==> config.mk <==
export PLATFORM = sky130hd
export DESIGN_NAME = lcd_nibble_expander_encoder_core
export DESIGN_NICKNAME = d
export VERILOG_FILES = /design/src/hw/rtl/lne_pkg.sv /design/src/hw/rtl/lne_queue.sv /design/src/hw/rtl/lne_front.sv /design/src/hw/rtl/lne_back.sv /design/src/hw/rtl/lcd_nibble_expander_encoder_core.sv
export SDC_FILE = /design/constraint.sdc
export NUM_CORES = 1
export LEC_CHECK = 0
export ABC_AREA = 1
export BUFFER_PORTS_ARGS = -buffer_cell sky130_fd_sc_hd__buf_2
export CORE_ASPECT_RATIO = 0.9
export CORE_MARGIN = 3
export CORE_UTILIZATION = 34
export CTS_CLUSTER_DIAMETER = 60
export DETAILED_ROUTE_END_ITERATION = 6
export PLACE_DENSITY = 0.47
export SKIP_LAST_GASP = 1
export SLEW_MARGIN = 10
export SYNTH_ARGS = -nofsm -noshare
export SYNTH_HDL_FRONTEND = slang
export SYNTH_HIERARCHICAL = 1
export SYNTH_SLANG_ARGS = --single-unit
export TNS_END_PERCENT = 100
==> constraint.sdc <==
create_clock -name clk -period 3.7 [get_ports clk]
set_input_delay 0.74 -clock clk [delete_from_list [all_inputs] [get_ports clk]]
set_output_delay 0.74 -clock clk [all_outputs]
set_load 0.02 [all_outputs]
==> src/hw/rtl/lne_pkg.sv <==
package lne_pkg;

    localparam int VALUE_WIDTH_DEF = 16;
    localparam int QUEUE_DEPTH_DEF = 4;

    localparam int FUNC_W  = 2;
    localparam int VALUE_W = 16;
    localparam int ROW_W   = 2;
    localparam int COL_W   = 6;
    localparam int IN_BITS = FUNC_W + VALUE_W + ROW_W + COL_W;
    localparam int IN_DATA_W = ((IN_BITS + 7) / 8) * 8;

    localparam int CFG_IDX_W  = 2;
    localparam int CFG_DATA_W = 8;

    typedef enum logic [FUNC_W-1:0] {
        FUNC_DATA   = 2'd0,
        FUNC_CMD    = 2'd1,
        FUNC_NUMBER = 2'd2,
        FUNC_CURSOR = 2'd3
    } func_t;

    typedef enum logic [CFG_IDX_W-1:0] {
        REG_ENABLE    = 2'd0,
        REG_SELECT    = 2'd1,
        REG_BACKLIGHT = 2'd2
    } reg_idx_t;

    localparam logic [7:0] ENABLE_RESET    = 8'h04;
    localparam logic [7:0] SELECT_RESET    = 8'h01;
    localparam logic [7:0] BACKLIGHT_RESET = 8'h08;

    localparam logic [7:0] SET_DDRAM_CMD = 8'h80;
    localparam logic [3:0] ASCII_DIGIT_HI = 4'h3;

    // Expander bit masks used by the byte sequencer
    typedef struct packed {
        logic [7:0] enable;
        logic [7:0] select;
        logic [7:0] backlight;
    } cfg_t;

    // One LCD byte waiting to be strobed out as six expander bytes
    typedef struct packed {
        logic [7:0] lcd_byte;
        logic       is_data;
        logic       last;
    } entry_t;

    function automatic logic [7:0] row_base(input logic [ROW_W-1:0] row);
        logic [7:0] base;
        case (row)
            2'd0:    base = 8'h00;
            2'd1:    base = 8'h40;
            2'd2:    base = 8'h14;
            2'd3:    base = 8'h54;
            default: base = 8'h00;
        endcase
        return base;
    endfunction

    function automatic logic [7:0] cursor_cmd(input logic [ROW_W-1:0] row,
                                              input logic [COL_W-1:0] col);
        logic [7:0] addr;
        addr = {{(8-COL_W){1'b0}}, col} + row_base(row);
        return SET_DDRAM_CMD | addr;
    endfunction

endpackage

==> src/hw/rtl/lne_queue.sv <==
module lne_queue #(
    parameter int DEPTH = lne_pkg::QUEUE_DEPTH_DEF
) (
    input  logic            clk,
    input  logic            rst_n,
    input  logic            push,
    input  lne_pkg::entry_t push_entry,
    output logic            full,
    input  logic            pop,
    output lne_pkg::entry_t head,
    output logic            empty
);
    import lne_pkg::*;

    localparam int PTR_W = (DEPTH > 1) ? $clog2(DEPTH) : 1;
    localparam int CNT_W = $clog2(DEPTH + 1);
    localparam logic [PTR_W-1:0] PTR_LAST = PTR_W'(DEPTH - 1);
    localparam logic [CNT_W-1:0] CNT_FULL = CNT_W'(DEPTH);

    entry_t slot_reg [DEPTH];
    logic [PTR_W-1:0] wr_ptr_reg, wr_ptr_next;
    logic [PTR_W-1:0] rd_ptr_reg, rd_ptr_next;
    logic [CNT_W-1:0] count_reg, count_next;

    assign full  = (count_reg == CNT_FULL);
    assign empty = (count_reg == '0);
    assign head  = slot_reg[rd_ptr_reg];

    always_comb
    begin
        wr_ptr_next = wr_ptr_reg;
        rd_ptr_next = rd_ptr_reg;
        count_next  = count_reg;
        if (push)
        begin
            wr_ptr_next = (wr_ptr_reg == PTR_LAST) ? '0 : wr_ptr_reg + 1'b1;
        end
        if (pop)
        begin
            rd_ptr_next = (rd_ptr_reg == PTR_LAST) ? '0 : rd_ptr_reg + 1'b1;
        end
        if (push && !pop)
        begin
            count_next = count_reg + 1'b1;
        end
        else if (pop && !push)
        begin
            count_next = count_reg - 1'b1;
        end
    end

    always_ff @(posedge clk or negedge rst_n)
    begin
        if (!rst_n)
        begin
            wr_ptr_reg <= '0;
            rd_ptr_reg <= '0;
            count_reg  <= '0;
        end
        else
        begin
            wr_ptr_reg <= wr_ptr_next;
            rd_ptr_reg <= rd_ptr_next;
            count_reg  <= count_next;
        end
    end

    always_ff @(posedge clk)
    begin
        if (push)
        begin
            slot_reg[wr_ptr_reg] <= push_entry;
        end
    end

endmodule

==> src/hw/rtl/lne_front.sv <==
module lne_front #(
    parameter int VALUE_WIDTH = lne_pkg::VALUE_WIDTH_DEF
) (
    input  logic                           clk,
    input  logic                           rst_n,
    input  logic                           s_tvalid,
    output logic                           s_tready,
    input  logic [lne_pkg::IN_DATA_W-1:0]  s_tdata,
    output logic                           q_push,
    output lne_pkg::entry_t                q_entry,
    input  logic                           q_full
);
    import lne_pkg::*;

    // Decimal digits needed for the widest number (log10(2) ~ 1233/4096)
    localparam int DIGITS = ((VALUE_WIDTH * 1233) >> 12) + 1;
    localparam int BCD_W  = DIGITS * 4;
    localparam int DIG_W  = $clog2(DIGITS);
    localparam int CNT_W  = $clog2(VALUE_WIDTH);
    localparam logic [CNT_W-1:0] CNT_LAST = CNT_W'(VALUE_WIDTH - 1);

    typedef enum logic [2:0] {
        ST_IDLE = 3'b001,
        ST_CONV = 3'b010,
        ST_EMIT = 3'b100
    } state_t;

    state_t                 state_reg, state_next;
    logic [VALUE_WIDTH-1:0] val_reg, val_next;
    logic [BCD_W-1:0]       bcd_reg, bcd_next;
    logic [CNT_W-1:0]       cnt_reg, cnt_next;
    logic [DIG_W-1:0]       dig_reg, dig_next;
    logic [7:0]             byte_reg, byte_next;
    logic                   data_reg, data_next;
    logic                   num_reg, num_next;

    func_t            in_func;
    logic [VALUE_W-1:0] in_value;
    logic [ROW_W-1:0] in_row;
    logic [COL_W-1:0] in_col;
    logic             accept;
    logic [BCD_W-1:0] bcd_adj;
    logic [BCD_W-1:0] bcd_shift;
    logic [DIG_W-1:0] lead_idx;
    logic [3:0]       cur_digit;

    assign in_func  = func_t'(s_tdata[FUNC_W-1:0]);
    assign in_value = s_tdata[FUNC_W +: VALUE_W];
    assign in_row   = s_tdata[FUNC_W+VALUE_W +: ROW_W];
    assign in_col   = s_tdata[FUNC_W+VALUE_W+ROW_W +: COL_W];

    assign s_tready = (state_reg == ST_IDLE);
    assign accept   = s_tvalid && s_tready;

    // Shift-and-add-3 step: bump every digit that would overflow on doubling
    always_comb
    begin
        for (int i = 0; i < DIGITS; i++)
        begin
            if (bcd_reg[i*4 +: 4] >= 4'd5)
            begin
                bcd_adj[i*4 +: 4] = bcd_reg[i*4 +: 4] + 4'd3;
            end
            else
            begin
                bcd_adj[i*4 +: 4] = bcd_reg[i*4 +: 4];
            end
        end
    end

    assign bcd_shift = {bcd_adj[BCD_W-2:0], val_reg[VALUE_WIDTH-1]};

    // Most significant nonzero digit of the finished conversion; zero prints one digit
    always_comb
    begin
        lead_idx = '0;
        for (int i = 1; i < DIGITS; i++)
        begin
            if (bcd_shift[i*4 +: 4] != 4'd0)
            begin
                lead_idx = DIG_W'(i);
            end
        end
    end

    assign cur_digit = bcd_reg[dig_reg*4 +: 4];

    always_comb
    begin
        q_push = 1'b0;
        if (num_reg)
        begin
            q_entry.lcd_byte = {ASCII_DIGIT_HI, cur_digit};
            q_entry.is_data  = 1'b1;
            q_entry.last     = (dig_reg == '0);
        end
        else
        begin
            q_entry.lcd_byte = byte_reg;
            q_entry.is_data  = data_reg;
            q_entry.last     = 1'b1;
        end
        if ((state_reg == ST_EMIT) && !q_full)
        begin
            q_push = 1'b1;
        end
    end

    always_comb
    begin
        state_next = state_reg;
        val_next   = val_reg;
        bcd_next   = bcd_reg;
        cnt_next   = cnt_reg;
        dig_next   = dig_reg;
        byte_next  = byte_reg;
        data_next  = data_reg;
        num_next   = num_reg;
        case (state_reg)
            ST_IDLE:
            begin
                if (accept)
                begin
                    num_next  = 1'b0;
                    data_next = (in_func == FUNC_DATA);
                    case (in_func)
                        FUNC_DATA, FUNC_CMD:
                        begin
                            byte_next  = in_value[7:0];
                            state_next = ST_EMIT;
                        end
                        FUNC_CURSOR:
                        begin
                            byte_next  = cursor_cmd(in_row, in_col);
                            state_next = ST_EMIT;
                        end
                        FUNC_NUMBER:
                        begin
                            num_next   = 1'b1;
                            val_next   = in_value[VALUE_WIDTH-1:0];
                            bcd_next   = '0;
                            cnt_next   = '0;
                            state_next = ST_CONV;
                        end
                        default:
                        begin
                            state_next = ST_IDLE;
                        end
                    endcase
                end
            end
            ST_CONV:
            begin
                bcd_next = bcd_shift;
                val_next = {val_reg[VALUE_WIDTH-2:0], 1'b0};
                cnt_next = cnt_reg + 1'b1;
                if (cnt_reg == CNT_LAST)
                begin
                    dig_next   = lead_idx;
                    state_next = ST_EMIT;
                end
            end
            ST_EMIT:
            begin
                if (q_push)
                begin
                    if (q_entry.last)
                    begin
                        state_next = ST_IDLE;
                    end
                    else
                    begin
                        dig_next = dig_reg - 1'b1;
                    end
                end
            end
            default:
            begin
                state_next = ST_IDLE;
            end
        endcase
    end

    always_ff @(posedge clk or negedge rst_n)
    begin
        if (!rst_n)
        begin
            state_reg <= ST_IDLE;
        end
        else
        begin
            state_reg <= state_next;
        end
    end

    always_ff @(posedge clk)
    begin
        val_reg  <= val_next;
        bcd_reg  <= bcd_next;
        cnt_reg  <= cnt_next;
        dig_reg  <= dig_next;
        byte_reg <= byte_next;
        data_reg <= data_next;
        num_reg  <= num_next;
    end

endmodule

==> src/hw/rtl/lne_back.sv <==
module lne_back (
    input  logic            clk,
    input  logic            rst_n,
    input  lne_pkg::cfg_t   cfg,
    input  lne_pkg::entry_t q_head,
    input  logic            q_empty,
    output logic            q_pop,
    output logic            m_tvalid,
    input  logic            m_tready,
    output logic [7:0]      m_tdata,   // [7:0] expander_byte
    output logic            m_tlast
);
    import lne_pkg::*;

    localparam logic [1:0] PH_PLAIN  = 2'd0;
    localparam logic [1:0] PH_STROBE = 2'd1;
    localparam logic [1:0] PH_CLEAR  = 2'd2;

    entry_t     cur_reg, cur_next;
    logic       cur_valid_reg, cur_valid_next;
    logic       half_reg, half_next;
    logic [1:0] phase_reg, phase_next;
    logic       out_valid_reg, out_valid_next;
    logic [7:0] out_byte_reg, out_byte_next;
    logic       out_last_reg, out_last_next;

    logic       load;
    logic       last_step;
    logic [3:0] nibble;
    logic [7:0] mode;
    logic [7:0] plain;
    logic [7:0] exp_byte;

    assign load      = cur_valid_reg && (!out_valid_reg || m_tready);
    assign last_step = half_reg && (phase_reg == PH_CLEAR);
    assign q_pop     = !q_empty && (!cur_valid_reg || (load && last_step));

    assign nibble = half_reg ? cur_reg.lcd_byte[3:0] : cur_reg.lcd_byte[7:4];
    assign mode   = cur_reg.is_data ? (cfg.select | cfg.backlight) : cfg.backlight;
    assign plain  = {nibble, 4'b0000} | mode;

    always_comb
    begin
        case (phase_reg)
            PH_PLAIN:  exp_byte = plain;
            PH_STROBE: exp_byte = plain | cfg.enable;
            PH_CLEAR:  exp_byte = plain & ~cfg.enable;
            default:   exp_byte = plain;
        endcase
    end

    always_comb
    begin
        cur_next       = cur_reg;
        cur_valid_next = cur_valid_reg;
        half_next      = half_reg;
        phase_next     = phase_reg;
        out_valid_next = out_valid_reg;
        out_byte_next  = out_byte_reg;
        out_last_next  = out_last_reg;

        if (out_valid_reg && m_tready)
        begin
            out_valid_next = 1'b0;
        end

        if (load)
        begin
            out_valid_next = 1'b1;
            out_byte_next  = exp_byte;
            out_last_next  = cur_reg.last && last_step;
            if (phase_reg == PH_CLEAR)
            begin
                phase_next = PH_PLAIN;
                half_next  = !half_reg;
            end
            else
            begin
                phase_next = phase_reg + 1'b1;
            end
            if (last_step)
            begin
                cur_valid_next = 1'b0;
            end
        end

        // Take the next LCD byte once the last expander byte of the current one is loaded for output
        if (q_pop)
        begin
            cur_next       = q_head;
            cur_valid_next = 1'b1;
            half_next      = 1'b0;
            phase_next     = PH_PLAIN;
        end
    end

    always_ff @(posedge clk or negedge rst_n)
    begin
        if (!rst_n)
        begin
            cur_valid_reg <= 1'b0;
            half_reg      <= 1'b0;
            phase_reg     <= PH_PLAIN;
            out_valid_reg <= 1'b0;
        end
        else
        begin
            cur_valid_reg <= cur_valid_next;
            half_reg      <= half_next;
            phase_reg     <= phase_next;
            out_valid_reg <= out_valid_next;
        end
    end

    always_ff @(posedge clk)
    begin
        cur_reg      <= cur_next;
        out_byte_reg <= out_byte_next;
        out_last_reg <= out_last_next;
    end

    assign m_tvalid = out_valid_reg;
    assign m_tdata  = out_byte_reg;
    assign m_tlast  = out_last_reg;

endmodule

==> src/hw/rtl/lcd_nibble_expander_encoder_core.sv <==
// Throughput: one expander byte per cycle while m_tready is high; each character, command or cursor
//   move is six expander bytes from the strobe sequencer; numbers give six per digit and also
//   wait on the front converter, which makes one queue push per digit.
// Path: input transaction, front state register, queue slot, current-byte register, output
//   register; numbers first pass the serial BCD converter.
// Reset (rst_n, async low): queue and output empty, masks back to 0x04 / 0x01 / 0x08.
module lcd_nibble_expander_encoder_core #(
    parameter int VALUE_WIDTH = lne_pkg::VALUE_WIDTH_DEF,
    parameter int QUEUE_DEPTH = lne_pkg::QUEUE_DEPTH_DEF
) (
    input  logic                              clk,
    input  logic                              rst_n,
    input  logic                              s_tvalid,
    output logic                              s_tready,
    input  logic [lne_pkg::IN_DATA_W-1:0]     s_tdata,  // [1:0] func, [17:2] value,
                                                        // [19:18] row, [25:20] col
    output logic                              m_tvalid,
    input  logic                              m_tready,
    output logic [7:0]                        m_tdata,  // [7:0] expander_byte
    output logic                              m_tlast,
    input  logic                              cfg_we,
    input  logic [lne_pkg::CFG_IDX_W-1:0]     cfg_index,
    input  logic [lne_pkg::CFG_DATA_W-1:0]    cfg_data
);
    import lne_pkg::*;

    cfg_t   cfg_reg;
    logic   q_push;
    logic   q_pop;
    logic   q_full;
    logic   q_empty;
    entry_t q_in;
    entry_t q_head;

    always_ff @(posedge clk or negedge rst_n)
    begin
        if (!rst_n)
        begin
            cfg_reg.enable    <= ENABLE_RESET;
            cfg_reg.select    <= SELECT_RESET;
            cfg_reg.backlight <= BACKLIGHT_RESET;
        end
        else if (cfg_we)
        begin
            case (reg_idx_t'(cfg_index))
                REG_ENABLE:    cfg_reg.enable    <= cfg_data;
                REG_SELECT:    cfg_reg.select    <= cfg_data;
                REG_BACKLIGHT: cfg_reg.backlight <= cfg_data;
                default:       cfg_reg           <= cfg_reg;
            endcase
        end
    end

    lne_front #(
        .VALUE_WIDTH (VALUE_WIDTH)
    ) u_front (
        .clk      (clk),
        .rst_n    (rst_n),
        .s_tvalid (s_tvalid),
        .s_tready (s_tready),
        .s_tdata  (s_tdata),
        .q_push   (q_push),
        .q_entry  (q_in),
        .q_full   (q_full)
    );

    lne_queue #(
        .DEPTH (QUEUE_DEPTH)
    ) u_queue (
        .clk        (clk),
        .rst_n      (rst_n),
        .push       (q_push),
        .push_entry (q_in),
        .full       (q_full),
        .pop        (q_pop),
        .head       (q_head),
        .empty      (q_empty)
    );

    lne_back u_back (
        .clk      (clk),
        .rst_n    (rst_n),
        .cfg      (cfg_reg),
        .q_head   (q_head),
        .q_empty  (q_empty),
        .q_pop    (q_pop),
        .m_tvalid (m_tvalid),
        .m_tready (m_tready),
        .m_tdata  (m_tdata),
        .m_tlast  (m_tlast)
    );

endmodule

==> summary.md, run 1 <==
| Metric | Value |
|---|---|
| Status | finished, final reports clean |
| Clk Latency, worst-skew pair | 420 ps |
| Router iterations before antenna repair | 5 |
| Slew Limit Fails | 0 |
| Seq cells post-synth | 151 |
| CP startpoint kind | register |
| Synth unique cells | 38 |
| Post-DP HPWL | 11600 um |
| Worst setup EP type | register |
| Rows | 50 |
| Layout Nets | 911 |
| Storage cell area | 4340 um^2 |
| TritonCTS Sinks | 151 |
| CORE AREA | 21300 um^2 |
| Post-synth top cells | 240 x nand2_1, 112 x edfxtp_1, 96 x inv_1, 62 x nor2_1, 45 x o21ai_0 |
| Vias | 5277 |
| # IOs | 58 |
| Hold Violations, Final | 0 |
| Cts bufs inserted | 17 |
| Multi-input gate area | 2600 um^2 |
| Syn Std Cell Area | 7510 um^2 |
| Layout cell share with drive strength beyond 1 | 0.140 |
| Post-synth top area cell | edfxtp_1 |
| Crit path max fanout | 4 |
| Max-slew headroom | 0.315 |
| Starting DRT DRC Count | 305 |
| First-pass GRT wire length | 26400 um |
| CTS tree | yes |
| # hold bufs at CTS | 0 |
| Die H | 147 um |
| Setup violators final | 0 |
| I/O Buffers | 51 |
| Routed len/inst | 14.2 um |
| GRT Overall Usage | 0.140 |
| Sequential fraction of the synthesis area | 0.579 |
| CP max-delay cell | nor3_1 |
| VDD IR-drop max | 0.000686 V |
| Crit-path most repeated cell | inv_1 |
| WP buf/inv | 4 |
| P_leak | 3.86 nW |
| Cells along the critical path | nor3_1 > inv_1 > nand2_2 > inv_1 > inv_1 > ha_1 > inv_1 > fa_1 > nand2_1 > nand3_1 > nand2_1 > nand2_1 |
| CP required | 4000 ps |
| Clock Tree Buf Depth | 2 |
| Delay-heaviest family, CP | simple AND/OR/NAND/NOR gates |
| Synth top area cells | edfxtp_1 45%, nand2_1 12%, dfrtp_1 12%, inv_1 4.8%, ha_1 4.3% |
| Via density | 4.65 |
| Placed Instances | 1104 |
| Placer Congestion | 0.787 |
| Post-synth ARST share | 0.258 |
| Setup_tns | 0 ps |
| Delay of the slowest critical-path stage | 550 ps |
| Number of buffers inserted by post-CTS setup repair | 0 |
| PwrDens | 755 nW/um^2 |
| Period minus WS final | 2450 ps |
| Fin crit share | 0.663 |
| Ant. Diodes | 0 |
| Synth warnings | 6 |
| Final instance area | 8570 um^2 |
| Syn_nets | 860 |
| Synth top area share | 0.448 |
| Die width | 163 um |
| P&R area growth vs syn | 14.1% |
| Routed Antenna Nets | 0 |
| Worst slew pin tran | 1020 ps |
| Area post-placement | 7980 um^2 |
| Number of antenna violations at the first check in global routing | 0 |
| Max-cap violation count | 0 |
| Vias in the first global route | 5247 |
| Max Clock Skew | 9.69 ps |
| Worst EP arrival | 2760 ps |
| Fill cells | 2146 |
| Fmax | 408 MHz |
| Largest net degree at the start of global routing | 42 |
| Final Util | 0.403 |
| Starting Density | 0.353 |
| Htree depth | 4 |
| Post-synth EDFFs | 112 |
| Clk slew on worst S/H paths | 70 ps |
| # DRC | 0 |
| Synthesized instance count | 786 |
| GR Overflow Total | 0 |
| Hold Crit Class | input pin to asynchronous set/reset pin |
| Top_reg_cell synth | edfxtp_1 |
| R2R setup slack | 1250 ps |
| Post-route insts no fill | 1136 |
| Final wirelength | 16100 um |
| Most numerous cell in the Yosys netlist | nand2_1 |
| CTS root buf | clkbuf_16 |
| Hold Slack | 457 ps |
| Largest register FFs | 40 |
| RSZ-0062 raised after global routing | false |
| Post-CTS Resized | 0 |
| Die area | 23900 um^2 |
| WS Path Type | register to register |
| Synth Area per Inst | 9.55 um^2 |
==> path summary, 6_finish.rpt <==
check                                      from                     to  cells after the start
setup reg to reg           u_queue/count_reg[0]   u_queue/count_reg[2]                     12
min in group clk                     cfg_reg[8]             cfg_reg[8]                      2
hold / removal                            rst_n    u_back/phase_reg[0]                      1
hold reg to reg                      cfg_reg[8]             cfg_reg[8]                      2
setup / recovery           u_queue/count_reg[0]   u_queue/count_reg[2]                     12
max in group asynchronous                 rst_n  u_queue/rd_ptr_reg[0]                      1
==> worst register-to-register path, stage by stage (launching register included) <==
cell and delay (ps):
dfrtp_1 440, nor3_1 550, inv_1 120, nand2_2 120
inv_1 60, inv_1 120, ha_1 190, inv_1 70
fa_1 390, nand2_1 100, nand3_1 80, nand2_1 60
nand2_1 50
==> per-stage QoR <==
step	total power, W	worst slack (ps)
floorplan	0.00422	425
global placement	0.00470	1170
detailed placement	0.00478	1150
CTS	0.00655	1190
global route	0.00696	883
finish	0.00647	1250
==> cell type report <==
cell class                      instances  share of cell area
Clock buffer                           17              0.0497
Timing Repair Buffer                   55              0.0333
Clock inverter                         15              0.0191
Tap cell                              286              0.0418
Sequential cell                       151               0.507
Multi-Input combinational cell        509               0.304
Inverter                              103              0.0451
==> layout by cell type (no fill, tap or decap), types with 17 or more instances in the layout <==
master | Yosys | final
nand2_1 | 240 | 240
edfxtp_1 | 112 | 112
inv_1 | 96 | 96
nor2_1 | 62 | 61
buf_2 | 8 | 51
o21ai_0 | 45 | 45
dfrtp_1 | 35 | 35
a21oi_1 | 31 | 31
ha_1 | 26 | 26
nand3_1 | 25 | 25
nand4_1 | 21 | 21
o211ai_1 | 20 | 20
clkbuf_16 | 0 | 17
==> where the power goes <==
group          internal (W)  switching, W
registers           0.00245      0.000296
clock network       0.00101      0.000733
logic              0.000620       0.00136
total               0.00408       0.00239
==> cell families (layout without fill, tap and decap cells) <==
group / after synthesis / count (layout) / share of synthesized area
fa+ha+maj: 27 / 27 / 0.0460
buf+inv: 126 / 190 / 0.0757
flops: 151 / 151 / 0.579
compound gates: 102 / 102 / 0.0757
xor+xnor: 6 / 6 / 0.00700
mux: 3 / 3 / 0.00450
simple gates: 371 / 371 / 0.213
==> metal layers <==
layer	part of all wire	vias up	global-route usage	wire length [um]
li1	-	2696	-	-
met1	0.50	2474	0.197	8130
met2	0.44	98	0.215	7130
met3	0.046	9	0.0372	744
met4	0.0085	0	0.0364	137
met5	0	-	0	0
(Power assumes the default switching activity.)
==> run 2: changes to the inputs <==
--- a/config.mk
+++ b/config.mk
@@ -12,7 +12,7 @@
 export CORE_UTILIZATION = 34
 export CTS_CLUSTER_DIAMETER = 60
 export DETAILED_ROUTE_END_ITERATION = 6
-export PLACE_DENSITY = 0.47
+export PLACE_DENSITY = 0.49
 export SKIP_LAST_GASP = 1
 export SLEW_MARGIN = 10
 export SYNTH_ARGS = -nofsm -noshare
==> constraint.sdc (replaced) <==
create_clock -name clk -period 2.19 [get_ports clk]
set_input_delay 0.438 -clock clk [delete_from_list [all_inputs] [get_ports clk]]
set_output_delay 0.438 -clock clk [all_outputs]
set_load 0.02 [all_outputs]
==> run 2 against run 1 <==
Wire length down 5.8%. Critical endpoint unchanged. Via count up 0.47%. Core utilization up 0.49 points. Die area unchanged. Global-route usage down 0.18 points. Clock skew up 2.5 ps. Non-clock buffer count up 14. Register-to-register slack worse by 1100 ps. Power up 69%. Flip-flop and latch count unchanged. Clock-buffer cell count up 1. Cell count up 1.2%. Highest routed layer unchanged.
==> summary.md, run 2 (same netlist as run 1, synthesis figures left out) <==
| Metric | Value |
|---|---|
| Status | finished, final reports clean |
| R2r startpoint | u_back/phase_reg[0] |
| Die area | 23900 um^2 |
| TritonCTS Sinks | 151 |
| Post-DP HPWL | 10800 um |
| CORE AREA | 21300 um^2 |
| Max-slew headroom | 0.566 |
| Largest net degree at the start of global routing | 42 |
| Fmax | 484 MHz |
| Clock Tree Buf Depth | 2 |
| Layout Nets | 925 |
| CP Launch Point | u_back/phase_reg[0] |
| Placed Instances | 1118 |
| Worst slew pin tran | 650 ps |
| Largest register FFs | 40 |
| RSZ-0062 raised after global routing | false |
| # hold bufs at CTS | 0 |
| Worst EP arrival | 2370 ps |
| Clk Latency, worst-skew pair | 420 ps |
| Fin crit share | 0.943 |
| R2R depth | 16 |
| Router iterations before antenna repair | 6 |
| GR Overflow Total | 0 |
| Routed len/inst | 13.2 um |
| Crit path max fanout | 3 |
| P&R area growth vs syn | 15.5% |
| CP startpoint kind | register |
| Via density | 4.61 |
| Post-route insts no fill | 1150 |
| Rows | 50 |
| Most frequent cells in the layout | 240 x nand2_1, 112 x edfxtp_1, 95 x inv_1 |
| Starting DRT DRC Count | 296 |
| Hold Violations, Final | 0 |
| VDD IR-drop max | 0.000723 V |
| I/O Buffers | 51 |
| Layout cell share with drive strength beyond 1 | 0.157 |
| Number of antenna violations at the first check in global routing | 0 |
| Final wirelength | 15200 um |
| Power, Total | 0.0109 W |
| R2R setup slack | 130 ps |
| Routed Antenna Nets | 0 |
| Period minus WS final | 2060 ps |
| Reg-to-Reg End | u_queue/count_reg[2] |
| # IOs | 58 |
| First-pass GRT wire length | 26300 um |
| GRT Overall Usage | 0.138 |
| CP required | 2500 ps |
| Die width | 163 um |
| # DRC | 0 |
| WS Path Type | register to register |
| Cts bufs inserted | 17 |
| Slew Limit Fails | 0 |
| Htree depth | 4 |
| PwrDens | 1260 nW/um^2 |
| P_leak | 3.93 nW |
| Clk slew on worst S/H paths | 70 ps |
| CTS tree | yes |
| Setup violators final | 0 |
| Hold Crit Class | input pin to asynchronous set/reset pin |
| CTS root buf | clkbuf_16 |
| Most common cell after layout, fill and taps aside | nand2_1 |
| Starting Density | 0.353 |
| Placer Congestion | 0.812 |
| Die H | 147 um |
| Vias | 5302 |
| Max Clock Skew | 12.2 ps |
| Ant. Diodes | 0 |
| Worst setup EP type | register |
| Max-cap violation count | 0 |
| Vias in the first global route | 5234 |
-- run 2: changes by cell type in the layout (fill, tap and decap cells not counted), sizes merged --
cell / before / now
buf: 55 / 69
clkbuf: 17 / 18
clkinv: 5 / 2
clkinvlp: 1 / 2
bufinv: 2 / 1
inv: 110 / 112
-- run 2: worst max-delay path by stage --
stage,end,slack (ps),cells after the start
detailed placement,u_queue/count_reg[2],90,16
floorplan,u_queue/count_reg[1],-4,14
CTS,u_queue/count_reg[2],60,16
global placement,u_queue/count_reg[2],100,16
global route,u_queue/count_reg[2],0.8,16
finish,u_queue/count_reg[2],130,16
-- run 2: report_power, final --
group          internal (W)  leakage (nW)  switching (W)
clock               0.00163         0.284        0.00125
combinational       0.00116          2.14        0.00232
sequential          0.00413          1.51       0.000443
-- run 2: routing by layer --
layer | vias to the layer above | track usage | share of wire
li1 | 2739 | - | -
met1 | 2433 | 0.194 | 0.50
met2 | 119 | 0.213 | 0.44
met3 | 11 | 0.0313 | 0.049
met4 | 0 | 0.0444 | 0.011
met5 | - | 0 | 0
-- run 2: per-stage QoR --
step | setup slack (ps) | utilization | hold slack (ps) | TNS [ps] | area [um^2]
after detailed placement | 92.1 | 0.381 | 458 | 0 | 8090
after global placement | 101 | 0.381 | 454 | 0 | 8090
final | 125 | 0.408 | 68.7 | 0 | 8670
after global routing | 0.819 | 0.408 | 106 | 0 | 8670
after CTS | 63.0 | 0.408 | 74.5 | 0 | 8670
after floorplan | -4.04 | - | 142 | -4.04 | 7510
-- run 2: layout make-up --
type	instances	area [um^2]
fill	2143	12600
inverter	103	387
timing repair buffer	69	403
clock inverter	14	135
multi-input combinational	509	2610
clock buffer	18	439
sequential	151	4340
tap	286	358
-- run 2: worst max-delay path, cell delays in order (launching register included) --
cell	delay (ps)
dfrtp_1	340
inv_1	60
ha_1	230
nand2_2	80
inv_2	40
nand2_2	50
nand2_2	70
nand2_2	70
inv_1	50
inv_2	80
ha_2	180
inv_1	60
fa_1	380
nand2_1	100
nand3_1	80
nand2_1	60
nand2_1	40
-- run 2: repair_timing --
action,4_1_cts,5_1_grt
gates resized for setup,0,2
endpoints found under the setup margin,0,1
hold endpoints to repair,0,0
setup buffers,0,0
==> run 3: changes to the inputs <==
--- a/config.mk
+++ b/config.mk
@@ -6,7 +6,7 @@
 export NUM_CORES = 1
 export LEC_CHECK = 0
 export ABC_AREA = 1
-export BUFFER_PORTS_ARGS = -buffer_cell sky130_fd_sc_hd__buf_2
+export BUFFER_PORTS_ARGS = -buffer_cell sky130_fd_sc_hd__clkbuf_2
 export CORE_ASPECT_RATIO = 0.9
 export CORE_MARGIN = 3
 export CORE_UTILIZATION = 34
==> run 3 against run 2 <==
Power is 0.20% higher. Core utilization is 0.28 points higher. Worst setup slack better by 20 ps. Final area is 0.68% higher. Register-to-register slack better by 20 ps. Maximum frequency is 1.0% higher. Clock skew is 3.4 ps lower. Combinational power hardly changed. Wire length is 1.0% higher. Critical endpoint unchanged. Critical path type unchanged. Largest cell class unchanged. Flip-flop and latch count stayed put.
==> summary.md, run 3 (same netlist as run 1, synthesis figures left out) <==
| Metric | Value |
|---|---|
| Vias in the first global route | 5123 |
| Setup violators final | 0 |
| Worst EP arrival | 2350 ps |
| Starting Density | 0.353 |
| Most frequent cells in the layout | 240 x nand2_1, 112 x edfxtp_1, 95 x inv_1 |
| Via density | 4.53 |
| Most common cell after layout, fill and taps aside | nand2_1 |
| Cts bufs inserted | 17 |
| Routed len/inst | 13.3 um |
| Routed Antenna Nets | 0 |
| Vias | 5244 |
| GRT Overall Usage | 0.137 |
| Max-cap violation count | 0 |
| Number of antenna violations at the first check in global routing | 0 |
| Hold Violations, Final | 0 |
| Max-slew headroom | 0.591 |
| Switching share of power | 0.370 |
| Rows | 50 |
| Die width | 163 um |
| Comb pwr share | 0.321 |
| Layout cell share with drive strength beyond 1 | 0.164 |
| Final wirelength | 15400 um |
| Final Util | 0.410 |
| TritonCTS Sinks | 151 |
| Clock power frac | 0.261 |
| Worst Setup Slack, final | 146 ps |
| Layout Nets | 932 |
| Placer Congestion | 0.788 |
| P_leak | 3.98 nW |
| Htree depth | 4 |
| Power share of the sequential group | 0.419 |
| Starting DRT DRC Count | 257 |
| Ant. Diodes | 0 |
| CORE AREA | 21300 um^2 |
| Worst setup EP type | register |
| Die area | 23900 um^2 |
| GR Overflow Total | 0 |
| Post-DP HPWL | 11100 um |
| Largest register FFs | 40 |
| # IOs | 58 |
| PwrDens | 1250 nW/um^2 |
| Crit path max fanout | 3 |
| WS Path Type | register to register |
| Pre-CTS setup slack | 87.8 ps |
| Fill cells | 2140 |
| Clk Latency, worst-skew pair | 420 ps |
| Die H | 147 um |
| Worst slew pin tran | 614 ps |
| # DRC | 0 |
| Hold Crit Class | input pin to register |
| Router iterations before antenna repair | 5 |
| Hold Slack | 265 ps |
| Cell internal pwr | 0.00690 W |
| I/O Buffers | 51 |
| CP required | 2500 ps |
| CTS tree | yes |
| VDD IR-drop max | 0.000764 V |
| Period minus WS final | 2040 ps |
| Slew Limit Fails | 0 |
| Clock Tree Buf Depth | 2 |
| Net switching power | 0.00405 W |
| Clk slew on worst S/H paths | 70 ps |
| First-pass GRT wire length | 26100 um |
| CP startpoint kind | register |
| CTS root buf | clkbuf_16 |
| Fin crit share | 0.933 |
| Max Clock Skew | 8.78 ps |
| Status | finished, final reports clean |
| Fmax | 489 MHz |
| Largest net degree at the start of global routing | 42 |
| P&R area growth vs syn | 16.3% |
-- run 3: cell types whose count changed in the layout (fill, tap and decap cells not counted), sizes merged --
cell         change
clkinvlp         -1
inv              +2
bufinv           -1
buf             -45
dlygate4sd3      +1
clkbuf          +51
-- run 3: power by group through the flow --
stage               Sequential [W]  Clock (W)  Combinational [W]
floorplan                  0.00461          0            0.00252
global placement           0.00464          0            0.00351
detailed placement         0.00465          0            0.00352
CTS                        0.00459    0.00293            0.00354
global route               0.00469    0.00309            0.00410
finish                     0.00458    0.00285            0.00351
-- run 3: path summary, 6_finish.rpt --
path,from,endpoint,slack (ps),cells after the start
max,u_back/phase_reg[0],u_queue/count_reg[2],150,16
min,cfg_data[2],cfg_reg[18],270,3
max reg2reg,u_back/phase_reg[0],u_queue/count_reg[2],150,16
min reg2reg,cfg_reg[8],cfg_reg[8],470,2
max in group asynchronous,rst_n,u_front/state_reg[0],1090,3
min in group asynchronous,rst_n,cfg_reg[17],480,2
-- run 3: worst max-delay path, stage by stage (launching register included) --
cell and delay (ps):
dfrtp_1 350, inv_1 60, ha_2 200, nand2_2 70
inv_2 40, nand2_2 50, nand2_2 70, nand2_2 80
inv_1 60, inv_2 80, ha_2 180, inv_1 60
fa_1 380, nand2_1 90, nand3_1 70, nand2_1 60
nand2_1 40
-- run 3: timing repair --
item                       4_1_cts  5_1_grt
buffers inserted                 0        3
hold endpoints to repair        11        0
gates resized for setup          0        3
setup endpoints to repair        0        2
hold buffers                     1        0
-- run 3: layer usage --
| layer | vias up | share of wire | GRT usage |
|---|---|---|---|
| met5 | - | 0 | 0 |
| met4 | 0 | 0.0093 | 0.0419 |
| met3 | 11 | 0.036 | 0.0299 |
| met2 | 87 | 0.44 | 0.205 |
| met1 | 2400 | 0.52 | 0.199 |
| li1 | 2746 | - | - |
-- run 3: area by class of cell --
class,instances,area (um^2),share of cell area
timing repair buffer,76,458,0.0525
sequential,151,4340,0.498
tap,286,358,0.0410
clock inverter,14,125,0.0143
multi-input combinational,509,2610,0.299
clock buffer,18,450,0.0516
inverter,103,387,0.0443
-- run 3: through the flow --
step | instance area (um^2) | power (W) | std cells | setup TNS, ps
3_3_place_gp | 8120 | 0.00816 | 1121 | 0
4_1_cts | 8700 | 0.0111 | 1154 | 0
6_report | 8730 | 0.0109 | 1157 | 0
2_1_floorplan | 7510 | 0.00713 | 786 | -4.04
3_5_place_dp | 8120 | 0.00817 | 1121 | 0
5_1_grt | 8730 | 0.0119 | 1157 | -24.8
